## src/led_pixel_spi_code_encoder_top_macros.svh

```systemverilog
// Assertion macros used by the encoder back end
`ifndef LED_PIXEL_SPI_CODE_ENCODER_TOP_MACROS_SVH
`define LED_PIXEL_SPI_CODE_ENCODER_TOP_MACROS_SVH

// Same-cycle implication, checked outside reset
`define LPSC_ASSERT_IMP(lbl, ante, cons, msg) \
    lbl: assert property (@(posedge aclk) disable iff (!aresetn) (ante) |-> (cons)) \
        else $error(msg);

// Next-cycle implication, checked outside reset
`define LPSC_ASSERT_NXT(lbl, ante, cons, msg) \
    lbl: assert property (@(posedge aclk) disable iff (!aresetn) (ante) |=> (cons)) \
        else $error(msg);

`endif

```

## src/lpsc_pkg.sv

```systemverilog
// Shared types, constants and the color scaling function of the LED code encoder
package lpsc_pkg;

    localparam int BITS_PER_PIXEL = 24;
    localparam int RESET_BYTES    = 24;
    localparam int CNT_W          = 5;
    localparam int QUEUE_DEPTH    = 2;

    localparam logic [8:0] BRIGHTNESS_RST = 9'd13;
    localparam logic [7:0] ONE_CODE_RST   = 8'h3C;
    localparam logic [7:0] ZERO_CODE_RST  = 8'h30;

    // Register indexes on the configuration port
    typedef enum logic [1:0] {
        REG_BRIGHTNESS = 2'd0,
        REG_ONE_CODE   = 2'd1,
        REG_ZERO_CODE  = 2'd2,
        REG_UNUSED     = 2'd3
    } reg_idx_t;

    // Back end sequencer states
    typedef enum logic [1:0] {
        BK_IDLE,
        BK_DATA,
        BK_GAP
    } back_state_t;

    // One queued pixel: scaled GRB word and the end-of-frame flag
    typedef struct packed {
        logic [BITS_PER_PIXEL-1:0] word;
        logic                      final_pixel;
    } pix_entry_t;

    // Queue status seen by the back end
    typedef struct packed {
        logic       empty;
        pix_entry_t head;
    } queue_stat_t;

    // (c * b) >> 8, saturated at 255
    function automatic logic [7:0] scale_chan(input logic [7:0] c, input logic [8:0] b);
        logic [16:0] prod;
        prod = {9'd0, c} * {8'd0, b};
        if (prod[16]) begin
            return 8'hFF;
        end
        return prod[15:8];
    endfunction

endpackage

```

## src/lpsc_front.sv

```systemverilog
// Front end: accepts pixel beats, scales the colors and packs the GRB word
module lpsc_front (
    input  logic                 s_valid,
    output logic                 s_ready,
    input  logic [7:0]           s_red,
    input  logic [7:0]           s_green,
    input  logic [7:0]           s_blue,
    input  logic                 s_final_pixel,
    input  logic [8:0]           brightness,
    input  logic                 q_full,
    output logic                 q_push,
    output lpsc_pkg::pix_entry_t q_push_data
);
    import lpsc_pkg::*;

    // Take a beat whenever the queue has room
    assign s_ready = !q_full;
    assign q_push  = s_valid && !q_full;

    // Scale each channel and order them green, red, blue
    always_comb begin
        q_push_data.word = {scale_chan(s_green, brightness),
                            scale_chan(s_red, brightness),
                            scale_chan(s_blue, brightness)};
        q_push_data.final_pixel = s_final_pixel;
    end

endmodule

```

## src/lpsc_queue.sv

```systemverilog
// Two-entry queue between the front and back ends
module lpsc_queue (
    input  logic                  aclk,
    input  logic                  aresetn,
    input  logic                  push,
    input  lpsc_pkg::pix_entry_t  push_data,
    input  logic                  pop,
    output logic                  full,
    output lpsc_pkg::queue_stat_t stat
);
    import lpsc_pkg::*;

    pix_entry_t mem_reg [QUEUE_DEPTH];
    logic       wr_ptr_reg, wr_ptr_next;
    logic       rd_ptr_reg, rd_ptr_next;
    logic [1:0] count_reg, count_next;
    logic       do_push, do_pop;

    assign full       = (count_reg == 2'(QUEUE_DEPTH));
    assign stat.empty = (count_reg == 2'd0);
    assign stat.head  = mem_reg[rd_ptr_reg];

    assign do_push = push && !full;
    assign do_pop  = pop && !stat.empty;

    // Pointer and fill count update
    always_comb begin
        wr_ptr_next = do_push ? !wr_ptr_reg : wr_ptr_reg;
        rd_ptr_next = do_pop  ? !rd_ptr_reg : rd_ptr_reg;
        count_next  = count_reg + 2'(do_push) - 2'(do_pop);
    end

    always_ff @(posedge aclk) begin
        if (!aresetn) begin
            wr_ptr_reg <= 1'b0;
            rd_ptr_reg <= 1'b0;
            count_reg  <= 2'd0;
        end else begin
            wr_ptr_reg <= wr_ptr_next;
            rd_ptr_reg <= rd_ptr_next;
            count_reg  <= count_next;
        end
    end

    // Entry storage
    always_ff @(posedge aclk) begin
        if (do_push) begin
            mem_reg[wr_ptr_reg] <= push_data;
        end
    end

endmodule

```

## src/lpsc_back.sv

```systemverilog
// Back end: serializes each pixel into code bytes and appends the latch gap after an end-of-frame pixel
`include "led_pixel_spi_code_encoder_top_macros.svh"

module lpsc_back (
    input  logic                  aclk,
    input  logic                  aresetn,
    input  lpsc_pkg::queue_stat_t q_stat,
    output logic                  q_pop,
    input  logic [7:0]            one_code,
    input  logic [7:0]            zero_code,
    output logic                  m_valid,
    input  logic                  m_ready,
    output logic [7:0]            m_code_byte,
    output logic                  m_in_latch_gap,
    output logic                  m_run_end
);
    import lpsc_pkg::*;

    localparam logic [CNT_W-1:0] LAST_BIT = CNT_W'(BITS_PER_PIXEL - 1);
    localparam logic [CNT_W-1:0] LAST_GAP = CNT_W'(RESET_BYTES - 1);

    back_state_t               state_reg, state_next;
    logic [CNT_W-1:0]          cnt_reg, cnt_next;
    logic [BITS_PER_PIXEL-1:0] word_reg, word_next;
    logic                      final_reg, final_next;

    logic       m_valid_reg;
    logic [7:0] m_code_byte_reg;
    logic       m_in_latch_gap_reg;
    logic       m_run_end_reg;

    logic       out_free;
    logic       emit;
    logic [7:0] byte_sel;
    logic       gap_sel;
    logic       last_sel;

    // Output register can take a new byte
    assign out_free = !m_valid_reg || m_ready;

    // Next state
    always_comb begin
        state_next = state_reg;
        unique case (state_reg)
            BK_IDLE: begin
                if (!q_stat.empty) begin
                    state_next = BK_DATA;
                end
            end
            BK_DATA: begin
                if (out_free && cnt_reg == LAST_BIT) begin
                    if (final_reg) begin
                        state_next = BK_GAP;
                    end else begin
                        state_next = q_stat.empty ? BK_IDLE : BK_DATA;
                    end
                end
            end
            BK_GAP: begin
                if (out_free && cnt_reg == LAST_GAP) begin
                    state_next = q_stat.empty ? BK_IDLE : BK_DATA;
                end
            end
            default: state_next = BK_IDLE;
        endcase
    end

    // Byte selection, counters and queue pop
    always_comb begin
        emit       = 1'b0;
        q_pop      = 1'b0;
        byte_sel   = 8'd0;
        gap_sel    = 1'b0;
        last_sel   = 1'b0;
        cnt_next   = cnt_reg;
        word_next  = word_reg;
        final_next = final_reg;
        unique case (state_reg)
            BK_IDLE: begin
                q_pop = !q_stat.empty;
            end
            BK_DATA: begin
                if (out_free) begin
                    emit      = 1'b1;
                    byte_sel  = word_reg[BITS_PER_PIXEL-1] ? one_code : zero_code;
                    word_next = {word_reg[BITS_PER_PIXEL-2:0], 1'b0};
                    cnt_next  = cnt_reg + 1'b1;
                    if (cnt_reg == LAST_BIT) begin
                        cnt_next = '0;
                        if (!final_reg) begin
                            last_sel = 1'b1;
                            q_pop    = !q_stat.empty;
                        end
                    end
                end
            end
            BK_GAP: begin
                if (out_free) begin
                    emit     = 1'b1;
                    gap_sel  = 1'b1;
                    cnt_next = cnt_reg + 1'b1;
                    if (cnt_reg == LAST_GAP) begin
                        cnt_next = '0;
                        last_sel = 1'b1;
                        q_pop    = !q_stat.empty;
                    end
                end
            end
            default: begin
                cnt_next = '0;
            end
        endcase
        // Load the next pixel from the queue head
        if (q_pop) begin
            word_next  = q_stat.head.word;
            final_next = q_stat.head.final_pixel;
            cnt_next   = '0;
        end
    end

    // Sequencer registers
    always_ff @(posedge aclk) begin
        if (!aresetn) begin
            state_reg <= BK_IDLE;
            cnt_reg   <= '0;
        end else begin
            state_reg <= state_next;
            cnt_reg   <= cnt_next;
        end
    end

    always_ff @(posedge aclk) begin
        word_reg  <= word_next;
        final_reg <= final_next;
    end

    // Output register
    always_ff @(posedge aclk) begin
        if (!aresetn) begin
            m_valid_reg <= 1'b0;
        end else if (emit) begin
            m_valid_reg <= 1'b1;
        end else if (m_ready) begin
            m_valid_reg <= 1'b0;
        end
    end

    always_ff @(posedge aclk) begin
        if (emit) begin
            m_code_byte_reg    <= byte_sel;
            m_in_latch_gap_reg <= gap_sel;
            m_run_end_reg      <= last_sel;
        end
    end

    assign m_valid        = m_valid_reg;
    assign m_code_byte    = m_code_byte_reg;
    assign m_in_latch_gap = m_in_latch_gap_reg;
    assign m_run_end      = m_run_end_reg;

    // Checks
    `LPSC_ASSERT_IMP(a_gap_byte_zero, m_valid_reg && m_in_latch_gap_reg, m_code_byte_reg == 8'd0, "latch gap beat with nonzero byte")
    `LPSC_ASSERT_IMP(a_pop_at_boundary, q_pop, state_reg == BK_IDLE || last_sel, "queue popped in the middle of a run")
    `LPSC_ASSERT_IMP(a_gap_needs_final, state_reg == BK_GAP, final_reg, "latch gap without end-of-frame pixel")
    `LPSC_ASSERT_IMP(a_cnt_range, state_reg == BK_DATA, cnt_reg <= LAST_BIT, "bit counter out of range")
    `LPSC_ASSERT_NXT(a_emit_valid, emit, m_valid_reg, "emitted byte not presented")

endmodule

```

## src/led_pixel_spi_code_encoder_top.sv

```systemverilog
// Top level of the LED pixel to SPI code byte encoder
// Each accepted pixel beat yields 24 code bytes (G, R, B, MSB first), plus 24 zero
// latch-gap bytes when final_pixel is set; run_end marks the last byte of each pixel,
// or of its latch gap when there is one. The back end issues one byte per cycle into
// its output register while m_ready allows; pixels follow each other without bubbles
// while the queue holds one; a two-entry queue lets the input side take pixels as bytes drain.
// Colors are scaled as (c * brightness) >> 8, saturating at 255. Registers on the APB
// port: 0x0 brightness (9 bits, reset 13), 0x4 one_code (reset 0x3C), 0x8 zero_code
// (reset 0x30); write them only while the block is idle.
module led_pixel_spi_code_encoder_top (
    input  logic        aclk,
    input  logic        aresetn,
    input  logic        s_valid,
    output logic        s_ready,
    input  logic [7:0]  s_red,
    input  logic [7:0]  s_green,
    input  logic [7:0]  s_blue,
    input  logic        s_final_pixel,
    output logic        m_valid,
    input  logic        m_ready,
    output logic [7:0]  m_code_byte,
    output logic        m_in_latch_gap,
    output logic        m_run_end,
    input  logic        psel,
    input  logic        penable,
    input  logic        pwrite,
    input  logic [3:0]  paddr,
    input  logic [31:0] pwdata,
    output logic [31:0] prdata,
    output logic        pready
);
    import lpsc_pkg::*;

    logic [8:0]  brightness_reg;
    logic [7:0]  one_code_reg;
    logic [7:0]  zero_code_reg;
    reg_idx_t    reg_idx;
    logic        cfg_wr;

    logic        q_full;
    logic        q_push;
    pix_entry_t  q_push_data;
    logic        q_pop;
    queue_stat_t q_stat;

    // Configuration registers
    assign pready  = 1'b1;
    assign reg_idx = reg_idx_t'(paddr[3:2]);
    assign cfg_wr  = psel && penable && pwrite && pready;

    always_ff @(posedge aclk) begin
        if (!aresetn) begin
            brightness_reg <= BRIGHTNESS_RST;
            one_code_reg   <= ONE_CODE_RST;
            zero_code_reg  <= ZERO_CODE_RST;
        end else if (cfg_wr) begin
            unique case (reg_idx)
                REG_BRIGHTNESS: brightness_reg <= pwdata[8:0];
                REG_ONE_CODE:   one_code_reg   <= pwdata[7:0];
                REG_ZERO_CODE:  zero_code_reg  <= pwdata[7:0];
                default: ;
            endcase
        end
    end

    // Register read back
    always_comb begin
        unique case (reg_idx)
            REG_BRIGHTNESS: prdata = {23'd0, brightness_reg};
            REG_ONE_CODE:   prdata = {24'd0, one_code_reg};
            REG_ZERO_CODE:  prdata = {24'd0, zero_code_reg};
            default:        prdata = 32'd0;
        endcase
    end

    lpsc_front u_front (
        .s_valid       (s_valid),
        .s_ready       (s_ready),
        .s_red         (s_red),
        .s_green       (s_green),
        .s_blue        (s_blue),
        .s_final_pixel (s_final_pixel),
        .brightness    (brightness_reg),
        .q_full        (q_full),
        .q_push        (q_push),
        .q_push_data   (q_push_data)
    );

    lpsc_queue u_queue (
        .aclk      (aclk),
        .aresetn   (aresetn),
        .push      (q_push),
        .push_data (q_push_data),
        .pop       (q_pop),
        .full      (q_full),
        .stat      (q_stat)
    );

    lpsc_back u_back (
        .aclk           (aclk),
        .aresetn        (aresetn),
        .q_stat         (q_stat),
        .q_pop          (q_pop),
        .one_code       (one_code_reg),
        .zero_code      (zero_code_reg),
        .m_valid        (m_valid),
        .m_ready        (m_ready),
        .m_code_byte    (m_code_byte),
        .m_in_latch_gap (m_in_latch_gap),
        .m_run_end      (m_run_end)
    );

endmodule
```

## config.mk

```make
export PLATFORM = sky130hd
export DESIGN_NAME = led_pixel_spi_code_encoder_top
export DESIGN_NICKNAME = d
export VERILOG_FILES = /design/src/lpsc_pkg.sv /design/src/lpsc_front.sv /design/src/lpsc_queue.sv /design/src/lpsc_back.sv /design/src/led_pixel_spi_code_encoder_top.sv
export VERILOG_INCLUDE_DIRS = /design/src /design/src/src
export SDC_FILE = /design/constraint.sdc
export NUM_CORES = 1
export LEC_CHECK = 0
export BUFFER_PORTS_ARGS = -buffer_cell sky130_fd_sc_hd__buf_2
export CORE_UTILIZATION = 50
export CTS_CLUSTER_DIAMETER = 80
export DETAILED_ROUTE_END_ITERATION = 16
export GPL_ROUTABILITY_DRIVEN = 0
export GPL_TIMING_DRIVEN = 1
export PLACE_DENSITY = 0.8
export SLEW_MARGIN = 5
export SYNTH_ARGS = -nofsm -noshare
export SYNTH_HDL_FRONTEND = slang
export SYNTH_SLANG_ARGS = --single-unit
export TNS_END_PERCENT = 20
```

## constraint.sdc

```tcl
create_clock -name aclk -period 5.95 [get_ports aclk]
set_input_delay 0.595 -clock aclk [delete_from_list [all_inputs] [get_ports aclk]]
set_output_delay 0.595 -clock aclk [all_outputs]
set_load 0.005 [all_outputs]
```

Yosys cells after proc, flatten, opt, wreduce, memory -nomap -nowiden
Memory sizes are Yosys's and may differ from the RTL's. A register that Yosys moved wholly into a read port is not among the register bits.
Cells that the tools add are included.
{"block": "classes", "shifts": 0, "magnitude_cmp": 0, "bitwise": 2, "div_mod_pow": 0, "mul": 3, "mux": 43, "reduce_logical": 27, "add_sub_neg": 3, "n_eq_ne": 10}
{"op": "24-bit two-way mux", "n": 3}
{"op": "8-bit two-way mux", "n": 7}
{"op": "8-bit by 9-bit multiplier with 17-bit output", "n": 3}
{"op": "9-bit case mux with 3 select lines", "n": 1}
{"op": "1-bit two-way mux", "n": 22}
{"op": "2-bit AND reduction", "n": 6}
{"op": "5-bit two-way mux", "n": 2}
{"op": "5-bit case mux with 2 select lines", "n": 1}
{"op": "2-bit two-way mux", "n": 4}
{"op": "2-bit == test, second input constant", "n": 3}
{"op": "1-bit logical AND", "n": 6}
{"op": "2-bit logical NOT", "n": 3}
{"op": "2-bit by 1-bit inequality test with 1-bit output, second input constant", "n": 3}
{"op": "2-bit case mux with 3 select lines", "n": 1}
{"op": "2-bit nonzero test", "n": 3}
{"op": "5-bit by 1-bit adder with 5-bit output, second input constant", "n": 1}
{"op": "5-bit == test, second input constant", "n": 1}
{"op": "1-bit logical NOT", "n": 5}
{"op": "2-bit by 1-bit == test with 1-bit output, second input constant", "n": 2}
{"op": "2-bit OR reduction", "n": 2}
{"op": "1-bit case mux with 3 select lines", "n": 1}
{"op": "3-bit AND reduction", "n": 1}
{"op": "2-bit by 1-bit adder with 2-bit output", "n": 1}
{"op": "2-bit inequality test, second input constant", "n": 1}
{"op": "4 further kinds", "n": 5}
{"block": "word_totals", "ramBits": 50, "regBits": 72, "romBits": 0, "latchBits": 0, "wordCells": 103, "inputBits": 68, "memories": 1, "output_inout_bits": 45}
{"name": "u_queue.mem_reg", "words": 2, "word_bits": 25, "rd": 1, "rd_clocked_by_memory_dff": 1, "write_ports": 1, "line_no": "lpsc_queue.sv:13", "text": "pix_entry_t mem_reg [QUEUE_DEPTH];"}

Logic depth before layout (Yosys ltp)
Gate-level depths: netlist of the first run.
{"block": "logic_depth", "ltp_word": 9, "depth_mapped": 18, "mapped_depth_nobuf": 17}

Hierarchy
A second synthesis of the first run with hierarchy kept.
{"block": "unflattened", "cells_unflattened": 1191, "area_unflattened_um2": 12410.7}
{"mod": "lpsc_front", "instances": 1, "cells_per_inst": 782, "area_each_um2": 6752.7}
{"mod": "lpsc_queue", "instances": 1, "cells_per_inst": 105, "area_each_um2": 2143.3}
{"mod": "lpsc_back", "instances": 1, "cells_per_inst": 146, "area_each_um2": 2138.3}
{"mod": "led_pixel_spi_code_encoder_top", "instances": 1, "cells_per_inst": 158, "area_each_um2": 1376.3}

Worst setup path after synthesis of the first run
OpenSTA, ideal clock, no wires.
{"block": "synth_timing", "kind": "input-to-reg", "from": "input s_green[2]", "to": "memory u_queue.mem_reg[0][24] (netlist name), data pin", "n_path_buf": 0, "required_time_ps": 5693, "t_arrival_ps": 4451, "slack_ps": 1242, "cell_stages": 14, "cell_sequence": "and2_1 fa_1 fa_1 fa_1 inv_1 fa_1 inv_1 ha_1 and3_1 a221o_1 a41o_1 o221ai_1 a2bb2oi_2 a21o_1"}
{"element": "start, declared", "line_no": "led_pixel_spi_code_encoder_top.sv:16", "text": "input logic [7:0] s_green,"}
{"element": "end, declared", "line_no": "lpsc_queue.sv:13"}

==> results.json, run 1 <==
{
  "crit_arrival_ns": 5.58,
  "dp_cells": 1515,
  "crit_type": "flop to flop",
  "drive_gt1_share_pct": 9.89,
  "fill_cells": 1965,
  "layout.nets": 1521,
  "synth.most_common_cell": "and2_1",
  "clockBufferDepth": 2,
  "setup_viol": 0,
  "ys_seq_elements": 123,
  "drt.antenna.violating_nets": 0,
  "first_global_vias": 8373,
  "hold_ws_ns": 0.386,
  "slew_headroom_pct": 28.2,
  "viasPerCell": 5.24,
  "rows": 55,
  "cp_data_required_time_ns": 6.10,
  "drv_slew": 0,
  "cts_setup_buffers": 0,
  "overflow": 0,
  "dpl.hpwl_um": 18100,
  "yosys.area.top_type": "edfxtp_1",
  "fp.dieW_um": 155,
  "ys_seq_area_share_pct": 28.3,
  "cp-start-kind": "flop",
  "fmax_mhz": 184,
  "ir_drop_mv": 0.241,
  "pin_count": 113,
  "instances_no_fill": 1547,
  "ys.flop_type": "edfxtp_1",
  "track_usage_pct": 21.1,
  "clk_pin_slew_ns": 0.06,
  "rsz0062_at_grt": "false",
  "drtIter0Drc": 465,
  "cts_tree": "done",
  "port_buffers": 63,
  "syn_area_per_cell_um2": 10.1,
  "cts_sinks": 123,
  "p_per_area_nw_per_um2": 286,
  "ys_warn_count": 0,
  "ys_types": 55,
  "grt_first_pass_wirelength_um": 40200,
  "p_leak_nw": 6.20,
  "n_antenna_cell": 0,
  "vias": 8104,
  "drt-total-wl_um": 23500,
  "core_um2": 22800,
  "finalHoldViolCount": 0,
  "dr.pass1.iters": 5,
  "worstSetupEndpointType": "flop",
  "antenna_found_initial": 0,
  "synthCells": 1157,
  "fin_crit_ns": 5.43,
  "hold_buffers": 0,
  "grt_max_degree": 52,
  "wire_per_inst_um": 15.2,
  "tightestPinTransition_ns": 1.07,
  "start_util_pct": 51.3,
  "worst-path-max-fanout": 16,
  "die-area_um2": 24100,
  "numCtsBuffers": 17,
  "clk_latency_ns": 0.41,
  "period_share_pct": 91.2,
  "root_buffer": "clkbuf_16",
  "yosys.area.top_type_share_pct": 21.8,
  "ys_top_cells_by_count": "and2_1, inv_1, fa_1, ha_1, nand2_1",
  "h-tree-depth": 4,
  "die_y_um": 155,
  "synth_edf_count": 85,
  "area_delta_synth_final_pct": 10.6,
  "maxCapViolations": 0,
  "hold_path_class": "input port to flop",
  "yosys-top-cells-area": "edfxtp_1, fa_1, ha_1",
  "async_reset_ff_share_pct": 0,
  "finalClockSkew_ns": 0.00840,
  "drc": 0,
  "post_synth_instance_area_um2": 11700,
  "status": "complete, no violations",
  "cts-resized-gates": 0,
  "tns_ns": 0,
  "largest_reg_flops": 50
}
[cells by family (layout without fill, tap and decap cells)]
group                      count (synthesis)  after routing  share of synthesized area, %
buffers and inverters                    198            253                          7.21
and+or+nand+nor                          390            390                          17.9
DFF                                      123            123                          28.3
muxes                                     58             58                          4.96
adders and majority gates                232            232                          32.6
other                                      2             24                        0.0641
AOI/OAI and AO/OA                        128            128                          7.04
xor gates and xnor gates                  26             26                          1.94
[cell usage in the layout, fill, tap and decap left out, types with 4 or more instances in the layout]
cell	n
nand2b_1	13
mux2i_1	57
edfxtp_1	85
ha_1	109
nor3_1	5
o21ai_1	4
buf_4	21
o21bai_1	4
a21oi_1	44
and2_1	180
a31oi_1	5
dfxtp_1	38
xor2_1	12
clkbuf_16	17
nor2b_1	21
o21ai_0	21
o21a_1	8
nand3_1	8
conb_1	24
nor3b_1	5
xnor2_1	14
nand4_1	5
nor2_1	44
a21boi_0	8
bufinv_16	4
a21o_1	10
buf_2	63
fa_1	123
nand2_1	94
inv_1	137
and3_1	5
[stage by stage]
| step | util, % | setup WS, ns | cell area, um2 | total power [mW] |
|---|---|---|---|---|
| floorplan | - | 1.24 | 11800 | 2.33 |
| global placement | 54.1 | 0.654 | 12400 | 2.60 |
| detailed placement | 54.1 | 0.581 | 12400 | 2.65 |
| CTS | 56.8 | 0.556 | 13000 | 3.73 |
| global route | 56.8 | 0.243 | 13000 | 3.97 |
| finish | 56.8 | 0.521 | 13000 | 3.71 |
[layer usage]
metal | vias to the layer above | track usage (%) | routed length (um) | share of wire, %
li1 | 3874 | - | - | -
met1 | 4003 | 26.4 | 10200 | 44
met2 | 188 | 36.6 | 11700 | 50
met3 | 39 | 3.06 | 894 | 3.8
met4 | 0 | 8.53 | 618 | 2.6
met5 | - | 0 | 0 | 0
[cell type report]
type                    instances  area, um2  share of cell area, %
clock buffers                  21        450                   3.47
clock inverters                11        169                   1.30
inverters                     137        514                   3.96
multi-input cells             858       7660                   59.0
flip-flops and latches        123       3310                   25.5
well taps                     313        392                   3.02
repair buffers                 84        473                   3.65
[worst paths after layout]
kind | cells past startpoint | slack, ns | from | to
worst max-delay path | 15 | 0.52 | brightness_reg[3]$_SDFFE_PN1P_ | u_queue.mem_reg[0][23]$_DFFE_PP_
worst min-delay path | 1 | 0.39 | s_final_pixel | u_queue.mem_reg[0][0]$_DFFE_PP_
worst max register to register | 15 | 0.52 | brightness_reg[3]$_SDFFE_PN1P_ | u_queue.mem_reg[0][23]$_DFFE_PP_
worst min register to register | 2 | 0.49 | u_back.cnt_reg[2]$_SDFFE_PP0P_ | u_back.cnt_reg[2]$_SDFFE_PP0P_
[critical path, stage by stage, from the launching register on]
cell	delay, ns
dfxtp_1	0.82
buf_4	0.29
and2_1	0.16
fa_1	0.42
fa_1	0.48
fa_1	0.50
inv_1	0.05
fa_1	0.47
inv_1	0.04
ha_1	0.31
and3_1	0.20
a221o_1	0.37
a41o_1	0.35
o221ai_1	0.32
a2bb2oi_2	0.16
nand2b_1	0.21
[report_power, final]
part	switching, mW	internal (mW)	total, mW
Combinational	0.770	0.522	1.29
Sequential	0.0895	1.26	1.35
Clock	0.360	0.710	1.07
No activity file was read; power rests on OpenSTA's default activity.
==> inputs of run 2 (changes only) <==
PLACE_DENSITY = 0.78   (was 0.8)
RECOVER_POWER = 50   (was default)
==> results.json, run 2 (synthesis gave the netlist of run 1 again) <==
{
  "rr_worst_depth": 13,
  "violations": "capacitance limit, slew limit",
  "drt-total-wl_um": 24300,
  "worstSetupEndpointType": "flop",
  "cp_data_required_time_ns": 6.07,
  "start_util_pct": 51.3,
  "fill_cells": 1962,
  "fmax_mhz": 186,
  "layout.nets": 1523,
  "dr.pass1.iters": 5,
  "fin_ws_ns": 0.585,
  "period_share_pct": 90.2,
  "place_ws_ns": 0.644,
  "final_common_cell": "and2_1",
  "crit_type": "flop to flop",
  "r2r-start": "brightness_reg[3]$_SDFFE_PN1P_",
  "hold_path_class": "input port to flop",
  "status": "finished, violations left",
  "r2r_slack_ns": 0.59,
  "root_buffer": "clkbuf_16",
  "hold_start": "s_final_pixel",
  "fp.dieW_um": 155,
  "grt_max_degree": 52,
  "pin_count": 113,
  "min_path_cells": 1,
  "ir_drop_mv": 0.242,
  "max_stage_delay_ns": 0.88,
  "hold_buffers": 0,
  "p_per_area_nw_per_um2": 279,
  "antenna_found_initial": 0,
  "clockBufferDepth": 2,
  "overflow": 0,
  "p_leak_nw": 6.13,
  "drv_slew": 27,
  "vias": 8101,
  "finalHoldViolCount": 0,
  "clk_latency_ns": 0.41,
  "h-tree-depth": 4,
  "die_y_um": 155,
  "finalClockSkew_ns": 0.00609,
  "path_cells": "nand2_1, fa_1, fa_1, inv_1, fa_1, fa_1, ha_1, a2111oi_2, o21ai_1, o2111ai_1, a31oi_1, o41ai_2, o21ai_1",
  "layout_common_cells": "and2_1, inv_1, fa_1",
  "port_buffers": 63,
  "drive_gt1_share_pct": 8.41,
  "wire_per_inst_um": 15.7,
  "cts-resized-gates": 0,
  "first_global_vias": 8479,
  "tightestPinTransition_ns": 1.59,
  "drt.antenna.violating_nets": 0,
  "multiInputGateArea_um2": 7650,
  "numCtsBuffers": 17,
  "crit_family": "adder cells",
  "rsz0062_at_grt": "false",
  "area_delta_synth_final_pct": 9.81,
  "core_um2": 22800,
  "dpl.hpwl_um": 18300,
  "seq_area_um2": 3310,
  "crit_top_cell": "fa_1",
  "clk_pin_slew_ns": 0.05,
  "path_buf_inv": 1,
  "cts_sinks": 123,
  "fin_crit_ns": 5.36,
  "track_usage_pct": 21.6,
  "n_antenna_cell": 0,
  "drc": 0,
  "slowest_stage": "dfxtp_1",
  "slew_headroom_pct": -5.70,
  "cp-start-kind": "flop",
  "largest_reg_flops": 50,
  "hold_path_end": "u_queue.mem_reg[1][0]$_DFFE_PP_",
  "grt_first_pass_wirelength_um": 41200,
  "worst-path-max-fanout": 17,
  "tns_ns": 0,
  "r2r-end": "u_queue.mem_reg[0][15]$_DFFE_PP_",
  "rows": 55,
  "cts_setup_buffers": 0,
  "maxCapViolations": 2,
  "crit_arrival_ns": 5.48,
  "die-area_um2": 24100,
  "cts_tree": "done",
  "setup_viol": 0,
  "viasPerCell": 5.23,
  "drtIter0Drc": 296
}
-- run 2: cell types whose count changed in the layout (fill, tap and decap cells not counted) --
| cell | delta |
|---|---|
| and2_1 | -1 |
| and2_0 | +1 |
| clkinv_1 | +3 |
| nor3b_1 | +1 |
| clkinvlp_4 | -2 |
| clkbuf_1 | +16 |
| clkinv_2 | +3 |
| clkinv_4 | -2 |
| clkbuf_8 | -1 |
| buf_2 | -11 |
| nor3b_2 | -1 |
| bufinv_16 | -2 |
| buf_4 | -2 |
-- run 2: cell type report --
type                    count  area share [%]
multi-input cells         858            59.4
flip-flops and latches    123            25.7
inverters                 137            3.99
repair buffers             86            3.57
clock buffers              21            3.42
well taps                 313            3.04
clock inverters            11           0.797
-- run 2: worst max path at each step --
stage | from | to | slack [ns] | cells after the start
finish | brightness_reg[3]$_SDFFE_PN1P_ | u_queue.mem_reg[0][15]$_DFFE_PP_ | 0.59 | 13
global route | brightness_reg[3]$_SDFFE_PN1P_ | u_queue.mem_reg[0][14]$_DFFE_PP_ | 0.28 | 13
CTS | brightness_reg[3]$_SDFFE_PN1P_ | u_queue.mem_reg[1][15]$_DFFE_PP_ | 0.62 | 13
detailed placement | brightness_reg[3]$_SDFFE_PN1P_ | u_queue.mem_reg[0][13]$_DFFE_PP_ | 0.64 | 13
global placement | brightness_reg[3]$_SDFFE_PN1P_ | u_queue.mem_reg[0][15]$_DFFE_PP_ | 0.68 | 13
floorplan | s_green[2] | u_queue.mem_reg[0][24]$_DFFE_PP_ | 1.24 | 14
-- run 2: worst register-to-register path, stage by stage, from the launching register on --
cell and delay [ns]:
dfxtp_1 0.88, nand2_1 0.15, fa_1 0.51, fa_1 0.55
inv_1 0.05, fa_1 0.46, fa_1 0.49, ha_1 0.37
a2111oi_2 0.30, o21ai_1 0.14, o2111ai_1 0.16, a31oi_1 0.22
o41ai_2 0.60, o21ai_1 0.20
-- run 2: power breakdown --
part	internal (mW)	total, mW	switching (mW)
Sequential	1.26	1.35	0.0896
Combinational	0.520	1.30	0.778
Clock	0.605	0.948	0.343
Total	2.39	3.60	1.21
-- run 2: per-stage QoR --
stage	util (%)	hold WS [ns]	instances	cell area (um2)	total power, mW
final	56.4	0.391	1549	12900	3.60
after global routing	56.4	0.401	1549	12900	3.85
after CTS	56.5	0.364	1549	12900	3.62
after detailed placement	54.1	0.486	1517	12400	2.65
after global placement	54.1	0.462	1517	12400	2.60
after floorplan	-	0.448	1179	11800	2.33
-- run 2: layer usage --
layer  up-vias  track usage [%]  part of all wire, %
li1       3885                -                    -
met1      4008             27.8                   44
met2       168             37.6                   49
met3        40             2.79                  3.7
met4         0             7.45                  2.4
met5         -                0                    0
==> inputs of run 3 (changes only) <==
CORE_UTILIZATION = 54   (was 50)
PLACE_DENSITY = 0.83   (was 0.78)
==> results.json, run 3 (synthesis gave the netlist of run 1 again) <==
{
  "root_buffer": "clkbuf_16",
  "busiest_layer": "met2",
  "clk_latency_ns": 0.41,
  "cp_data_required_time_ns": 6.09,
  "cp-start-kind": "flop",
  "status": "finished, violations left",
  "drt-total-wl_um": 24000,
  "cts_tree": "done",
  "port_buffers": 63,
  "die-area_um2": 22300,
  "layout_common_cells": "and2_1, inv_1, fa_1",
  "grt_max_degree": 52,
  "slowest_stage": "dfxtp_1",
  "pin_count": 113,
  "instances_no_fill": 1506,
  "maxCapViolations": 2,
  "n_antenna_cell": 0,
  "overflow": 0,
  "r2r_slack_ns": 0.61,
  "drt.antenna.violating_nets": 0,
  "final_common_cell": "and2_1",
  "grt_first_pass_wirelength_um": 40500,
  "rsz0062_at_grt": "false",
  "finalClockSkew_ns": 0.00845,
  "p_leak_nw": 6.15,
  "layout.nets": 1518,
  "r2r-start": "brightness_reg[2]$_SDFFE_PN1P_",
  "drv_slew": 53,
  "clockBufferDepth": 2,
  "cts_setup_buffers": 0,
  "dr.pass1.iters": 5,
  "die_y_um": 149,
  "ir_drop_mv": 0.231,
  "track_usage_pct": 23.2,
  "grtUsageMet3_pct": 3.61,
  "fin_crit_ns": 5.34,
  "worst-path-max-fanout": 16,
  "viasPerCell": 5.41,
  "drc": 0,
  "h-tree-depth": 4,
  "violations": "capacitance limit, slew limit",
  "r2r-end": "u_queue.mem_reg[1][21]$_DFFE_PP_",
  "area_delta_synth_final_pct": 9.57,
  "use_met1_pct": 27.7,
  "hold_buffers": 0,
  "cts_sinks": 123,
  "use_met2_pct": 41.3,
  "hold_path_end": "u_queue.mem_reg[0][0]$_DFFE_PP_",
  "setup_viol": 0,
  "drtIter0Drc": 430,
  "dpl.hpwl_um": 18400,
  "numCtsBuffers": 17,
  "rr_worst_depth": 15,
  "path_buf_inv": 3,
  "core_um2": 21200,
  "antenna_found_initial": 0,
  "finalHoldViolCount": 0,
  "period_share_pct": 89.7,
  "path_cells": "buf_4, and2_1, fa_1, fa_1, fa_1, inv_1, fa_1, inv_1, ha_1, and3_1, a221o_1, a41o_1, o221ai_1, a2bb2oi_2, nand2b_1",
  "wire_per_inst_um": 15.9,
  "clk_pin_slew_ns": 0.06,
  "slew_headroom_pct": -26.8,
  "first_global_vias": 8674,
  "cts-resized-gates": 0,
  "fp.dieW_um": 149,
  "largest_reg_flops": 50,
  "min_path_cells": 1,
  "crit_type": "flop to flop",
  "tightestPinTransition_ns": 1.90,
  "crit_arrival_ns": 5.48,
  "p_per_area_nw_per_um2": 286,
  "dp_cells": 1474,
  "vias": 8143,
  "hold_start": "s_final_pixel",
  "hold_path_class": "input port to flop",
  "max_stage_delay_ns": 0.64,
  "crit_family": "adder cells",
  "fmax_mhz": 187,
  "drive_gt1_share_pct": 8.45,
  "tns_ns": 0,
  "worstSetupEndpointType": "flop",
  "rows": 53,
  "start_util_pct": 55.4,
  "crit_top_cell": "fa_1"
}
run 3: changes by cell type in the layout (fill, tap and decap cells not counted):
cell / delta
and2_1: +1
clkinv_1: -4
clkinvlp_4: -1
and2_0: -1
clkbuf_8: +3
bufinv_16: -2
buf_2: +2
clkbuf_1: -1
clkbuf_16: +4
buf_4: -6
run 3: power by group:
part | leakage [nW] | total, mW | internal (mW) | switching [mW]
clock network | 0.301 | 1.02 | 0.663 | 0.352
logic | 4.71 | 1.31 | 0.524 | 0.783
registers | 1.13 | 1.35 | 1.26 | 0.0915
total | 6.15 | 3.67 | 2.45 | 1.23
run 3: cell type report:
type / count / area, um2
Clock buffer: 28 / 582
Clock inverter: 4 / 20.0
Fill cell: 1687 / 8310
Inverter: 137 / 514
Multi-Input combinational cell: 858 / 7650
Sequential cell: 123 / 3310
Tap cell: 275 / 344
Timing Repair Buffer: 81 / 420
run 3: stage by stage:
stage | setup WS, ns | cell area, um2 | util (%) | hold slack (ns) | power [mW]
floorplan | 1.24 | 11800 | - | 0.448 | 2.33
global placement | 0.735 | 12300 | 58.1 | 0.463 | 2.59
detailed placement | 0.609 | 12300 | 58.1 | 0.485 | 2.67
CTS | 0.618 | 12900 | 60.9 | 0.363 | 3.69
global route | 0.236 | 12800 | 60.7 | 0.366 | 3.91
finish | 0.613 | 12800 | 60.7 | 0.373 | 3.67
run 3: layer usage:
metal  up-vias  wire, um
li1       3865         -
met1      4014      9770
met2       209     12500
met3        55       993
met4         0       721
met5         -         0
run 3: worst max path at each step:
stage	from	endpoint	slack (ns)	cells after the start
finish	brightness_reg[2]$_SDFFE_PN1P_	u_queue.mem_reg[1][21]$_DFFE_PP_	0.61	15
global route	brightness_reg[1]$_SDFFE_PN0P_	u_queue.mem_reg[1][15]$_DFFE_PP_	0.24	13
CTS	brightness_reg[1]$_SDFFE_PN0P_	u_queue.mem_reg[1][15]$_DFFE_PP_	0.62	13
detailed placement	s_red[4]	u_queue.mem_reg[1][15]$_DFFE_PP_	0.61	15
global placement	brightness_reg[2]$_SDFFE_PN1P_	u_queue.mem_reg[1][21]$_DFFE_PP_	0.73	15
floorplan	s_green[2]	u_queue.mem_reg[0][24]$_DFFE_PP_	1.24	14
run 3: worst reg2reg max path, cell delays in order, from the launching register on:
cell and delay, ns:
dfxtp_1 0.64, buf_4 0.31, and2_1 0.18, fa_1 0.45
fa_1 0.48, fa_1 0.50, inv_1 0.05, fa_1 0.48
inv_1 0.05, ha_1 0.31, and3_1 0.19, a221o_1 0.39
a41o_1 0.35, o221ai_1 0.31, a2bb2oi_2 0.16, nand2b_1 0.21
